==> config.mk <==
export PLATFORM = sky130hd
export DESIGN_NAME = ttdp_eval
export DESIGN_NICKNAME = d
export VERILOG_FILES = /design/src/rtl/core/ttdp_pkg.sv /design/src/rtl/core/ttdp_eval.sv
export SDC_FILE = /design/constraint.sdc
export NUM_CORES = 1
export LEC_CHECK = 0
export CORE_AREA = 2 2 131 133
export DETAILED_ROUTE_END_ITERATION = 10
export DIE_AREA = 0 0 133 135
export DONT_BUFFER_PORTS = 1
export PLACE_DENSITY = 0.65
export SLEW_MARGIN = 25
export SYNTH_ARGS = -nofsm -noshare
export SYNTH_HDL_FRONTEND = slang
export SYNTH_SLANG_ARGS = --single-unit
export TNS_END_PERCENT = 100
==> constraint.sdc <==
create_clock -name vclk -period 6.8
set_input_delay 0.34 -clock vclk [all_inputs]
set_output_delay 0.34 -clock vclk [all_outputs]
set_load 0.05 [all_outputs]
==> src/rtl/core/ttdp_pkg.sv <==
// ----------------------------------------------------------------------------
// ttdp_pkg: transposition table shared definitions
// Types, codes and reset constants used by the table datapath and control.
// ----------------------------------------------------------------------------
package ttdp_pkg;

  // default table size (power of two)
  localparam int unsigned TableEntriesDefault = 4096;

  // register reset values
  localparam logic [14:0] MateScoreReset = 15'd10000;
  localparam logic [14:0] WinThreshReset = 15'd9900;

  // operation codes
  localparam logic [1:0] OP_LOAD  = 2'd0;
  localparam logic [1:0] OP_SAVE  = 2'd1;
  localparam logic [1:0] OP_CLEAR = 2'd2;

  // bound kinds (anything else counts as exact)
  localparam logic [1:0] BOUND_UPPER = 2'd0;
  localparam logic [1:0] BOUND_LOWER = 2'd1;

  // configuration register indexes
  localparam logic CFG_MATE_SCORE = 1'b0;
  localparam logic CFG_WIN_THRESH = 1'b1;

  // one table entry: full key plus payload
  typedef struct packed {
    logic [31:0] key;
    logic [1:0]  bound;
    logic [7:0]  depth;
    logic [15:0] score;
    logic [15:0] move;
  } ttdp_entry_t;

  localparam int unsigned EntryWidth = $bits(ttdp_entry_t);

  // latched request fields
  typedef struct packed {
    logic [1:0]  operation;
    logic [31:0] key;
    logic [7:0]  ply_dist;
    logic [7:0]  depth;
    logic [15:0] alpha;
    logic [15:0] beta;
    logic [1:0]  bound;
    logic [15:0] score;
    logic [15:0] move;
    logic        allow_null;
  } ttdp_req_t;

  // configuration values
  typedef struct packed {
    logic [14:0] mate_score;
    logic [14:0] win_thresh;
  } ttdp_cfg_t;

  // result fields
  typedef struct packed {
    logic [15:0] score;
    logic [15:0] move;
    logic        usable;
    logic        accepted;
    logic        cleared;
  } ttdp_result_t;

  // write-back request from the evaluation logic
  typedef struct packed {
    logic        we;
    ttdp_entry_t entry;
  } ttdp_wb_t;

  typedef enum logic [1:0] {
    ST_INIT,
    ST_IDLE,
    ST_PROBE,
    ST_CLEAR
  } ttdp_state_e;

endpackage

==> src/rtl/core/ttdp_eval.sv <==
// ----------------------------------------------------------------------------
// ttdp_eval: probe evaluation
// Decides the load result and the save write-back from the entry just read.
// ----------------------------------------------------------------------------
module ttdp_eval import ttdp_pkg::*; (
  input  ttdp_req_t    req_i,
  input  ttdp_entry_t  entry_i,
  input  ttdp_cfg_t    cfg_i,
  output ttdp_result_t res_o,
  output ttdp_wb_t     wb_o
);

  logic signed [17:0] win, sval, adj, ply_dist, alpha, beta, sin, vsum, vsat;
  logic               hit, null_refused, is_mate, depth_ok, usable;
  logic               in_hi, in_lo;

  assign win      = $signed({3'b000, cfg_i.win_thresh});
  assign ply_dist = $signed({10'd0, req_i.ply_dist});
  assign sval     = 18'($signed(entry_i.score));
  assign alpha    = 18'($signed(req_i.alpha));
  assign beta     = 18'($signed(req_i.beta));
  assign sin      = 18'($signed(req_i.score));

  // load: mate scores pulled toward zero by ply distance
  always_comb begin
    hit          = (entry_i.key == req_i.key);
    null_refused = !req_i.allow_null && (entry_i.move == 16'd0);
    is_mate      = 1'b0;
    adj          = sval;
    if (sval > win) begin
      adj     = sval - ply_dist;
      is_mate = 1'b1;
    end else if (sval < -win) begin
      adj     = sval + ply_dist;
      is_mate = 1'b1;
    end
    depth_ok = (entry_i.depth >= req_i.depth) || is_mate;
    case (entry_i.bound)
      BOUND_LOWER: usable = (adj >= beta);
      BOUND_UPPER: usable = (adj <= alpha);
      default:     usable = 1'b1;
    endcase
    usable = usable && depth_ok && hit && !null_refused;
  end

  // save: mate scores pushed outward, saturated to 16 bits
  always_comb begin
    in_hi = (sin > win);
    in_lo = (sin < -win);
    if (in_hi) begin
      vsum = sin + ply_dist;
    end else if (in_lo) begin
      vsum = sin - ply_dist;
    end else begin
      vsum = sin;
    end
    if (vsum > 18'sd32767) begin
      vsat = 18'sd32767;
    end else if (vsum < -18'sd32768) begin
      vsat = -18'sd32768;
    end else begin
      vsat = vsum;
    end
  end

  // result and write-back selection
  always_comb begin
    res_o          = '0;
    wb_o.we        = 1'b0;
    wb_o.entry.key   = req_i.key;
    wb_o.entry.bound = req_i.bound;
    wb_o.entry.depth = req_i.depth;
    wb_o.entry.score = vsat[15:0];
    wb_o.entry.move  = req_i.move;
    case (req_i.operation)
      OP_LOAD: begin
        res_o.score  = usable ? adj[15:0] : 16'(-{1'b0, cfg_i.mate_score});
        res_o.move   = (hit && !null_refused) ? entry_i.move : 16'd0;
        res_o.usable = usable;
      end
      OP_SAVE: begin
        wb_o.we        = (entry_i.depth <= req_i.depth);
        res_o.accepted = wb_o.we;
      end
      default: begin
      end
    endcase
  end

endmodule

==> metrics.txt <==
leakage power 3.13 nW; initial cell density of the core 0.398; data arrival at the endpoint of the critical path 6110 ps; global-route usage over all layers 0.249; worst slew slack as a fraction of its limit 0.309; proportion of power drawn by flip-flops and latches 0; layout cells sized above 1 0.0667; crit path capture type primary output; count of buffers from port buffering 0; Total Power 0.000493 W; vias in the first global route 6279; WHS Endpoint wb_o[14]; Hold Crit Start req_i[15]; total instance count after detailed placement 1058; final setup margin 351 ps; slowest cell delay on critical path 570 ps; standard cell with the maximum stage delay on the critical path sky130_fd_sc_hd__or4_1; final-report setup violation count 0; total number of yosys warnings 0; number of remaining DRC errors 0; overall die width 133 µm; cell types occupying the most area after synthesis sky130_fd_sc_hd__ha_1, sky130_fd_sc_hd__buf_4, sky130_fd_sc_hd__xor2_1, sky130_fd_sc_hd__inv_1, sky130_fd_sc_hd__xnor2_1; clock buffers 0; actual transition at the worst max-transition pin 1040 ps; Antenna Violating Nets Remaining 0; share of the clock period used by the worst path after layout 0.948; number of design-rule violations left by the first detailed-router iteration 287; Hold Vio Cnt, Final 0; antenna violations before repair 1; Post-Place Worst Slack 235 ps; number of ports placed on the die boundary 331; power density over cell area 73.4 nW/µm²; most common library cell in the layout ignoring fill and taps sky130_fd_sc_hd__ha_1; cell area after synthesis 6530 µm²; outcome finished clean; final HPWL from detailed placement 21300 µm; commonest cells after routing, fill and taps aside sky130_fd_sc_hd__ha_1, sky130_fd_sc_hd__inv_1, sky130_fd_sc_hd__nor2_1; class of the tightest hold or removal check primary input to primary output; number of sequential storage elements 0; via/cell ratio 5.95; final instance count without filler cells 1061; sequential element share of the synthesized area 0; total congestion overflow after global routing 0; gate family responsible for the most delay along the worst path simple AND/OR/NAND/NOR gates; post-layout min period 6450 ps; proportion of power drawn by the clock network 0; maximum clock rate 0.155 GHz; post-synth top area share 0.261; Post-Syn Instances 890; critical path class primary input to primary output; first-pass GRT wire length 34900 µm; most area-hungry cell type in the Yosys netlist sky130_fd_sc_hd__ha_1; most frequent cell on the critical path sky130_fd_sc_hd__ha_1; number of buffers and inverters on the critical path 3; switching power of the nets 0.000293 W; # Max-Cap Violations 0; internal power contribution 0.000200 W; area growth from synthesis to layout 2.95%; data required time of the critical path 6460 ps; share of power burned in combinational logic 1.000; highest net fanout along the worst path 9; Total Wirelength 23600 µm; Die Outline Area 18000 µm²; nature of the critical path startpoint primary input; switching power as a share of total power 0.594; number of buffers inserted by hold repair at cts 0; placeable core area 16400 µm²; via count of the routed design 6318; Placer Congestion 0.928; area used by sequential logic in the layout 0 µm²; post-synthesis cell type count 74; Post-layout nets 1203; die span in y 135 µm; maximum resistive drop on vdd 0.0570 mV; largest net degree at the start of global routing 18; Pins Over Slew Limit 0; Std-Cell Rows 47; Detailed Routing Iterations Pass 1 5; Avg Inst Size Synth 7.33 µm²; drt wl/cell 22.2 µm; Cells on Worst Hold Path 0; synthesized net count 1251
## cells in the mapped netlist (18+ instances only)
master and n:
sky130_fd_sc_hd__ha_1 136, sky130_fd_sc_hd__inv_1 90, sky130_fd_sc_hd__buf_4 61, sky130_fd_sc_hd__nor2_1 58
sky130_fd_sc_hd__a21oi_1 50, sky130_fd_sc_hd__xor2_1 48, sky130_fd_sc_hd__nand2_1 35, sky130_fd_sc_hd__xnor2_1 32
sky130_fd_sc_hd__o21ai_0 28, sky130_fd_sc_hd__a21o_1 26, sky130_fd_sc_hd__nor4_1 24, sky130_fd_sc_hd__and2_1 22
sky130_fd_sc_hd__nand4_1 18
## layer usage
layer / up-vias / share of wire / track usage
met5: - / 0 / 0
met4: 0 / 0.030 / 0.0621
met3: 42 / 0.091 / 0.0755
met2: 245 / 0.48 / 0.451
met1: 2929 / 0.40 / 0.287
li1: 3102 / - / -
## cell families after synthesis
logic type,share of synthesized area
other,0.000575
AOI/OAI and AO/OA,0.239
muxes,0.00939
adders and majority gates,0.278
and+or+nand+nor,0.233
xor gates and xnor gates,0.107
buffers and inverters,0.134
## worst max path at each step
stage,cells past startpoint,start,to,slack [ps]
floorplan,24,cfg_i[5],res_o[20],80
global placement,25,cfg_i[5],res_o[31],350
detailed placement,25,cfg_i[5],res_o[29],230
CTS,25,cfg_i[5],res_o[32],220
global route,25,cfg_i[5],res_o[28],-10
finish,25,cfg_i[5],res_o[32],350
## stage by stage
| stage | instance area [µm²] | util | hold slack, ps | TNS, ps |
|---|---|---|---|---|
| 6_report | 6720 | 0.410 | 680 | 0 |
| 5_1_grt | 6720 | 0.410 | 680 | -14.9 |
| 4_1_cts | 6670 | 0.407 | 680 | 0 |
| 3_5_place_dp | 6670 | 0.407 | 680 | 0 |
| 3_3_place_gp | 6670 | 0.407 | 680 | 0 |
| 2_1_floorplan | 6530 | - | 847 | 0 |
## cell type report
type / instances / area [µm²]
fillers: 1750 / 9690
well taps: 220 / 275
repair buffers: 28 / 402
inverters: 90 / 338
diodes: 1 / 2.50
multi-input cells: 722 / 5700
## timing repair
| item | in CTS | in global routing |
|---|---|---|
| buffers inserted | 0 | 2 |
| setup endpoints to repair | 0 | 17 |
| gates resized for setup | 0 | 10 |
## power groups by stage
stage | sequential [W] | clock (W) | combinational [W]
6_report | 0 | 0.0000000000201 | 0.000493
3_5_place_dp | 0 | 0 | 0.000488
4_1_cts | 0 | 0 | 0.000490
5_1_grt | 0 | 0.0000000000200 | 0.000549
3_3_place_gp | 0 | 0 | 0.000482
2_1_floorplan | 0 | 0 | 0.000475
Power figures use the tool's default switching activity.
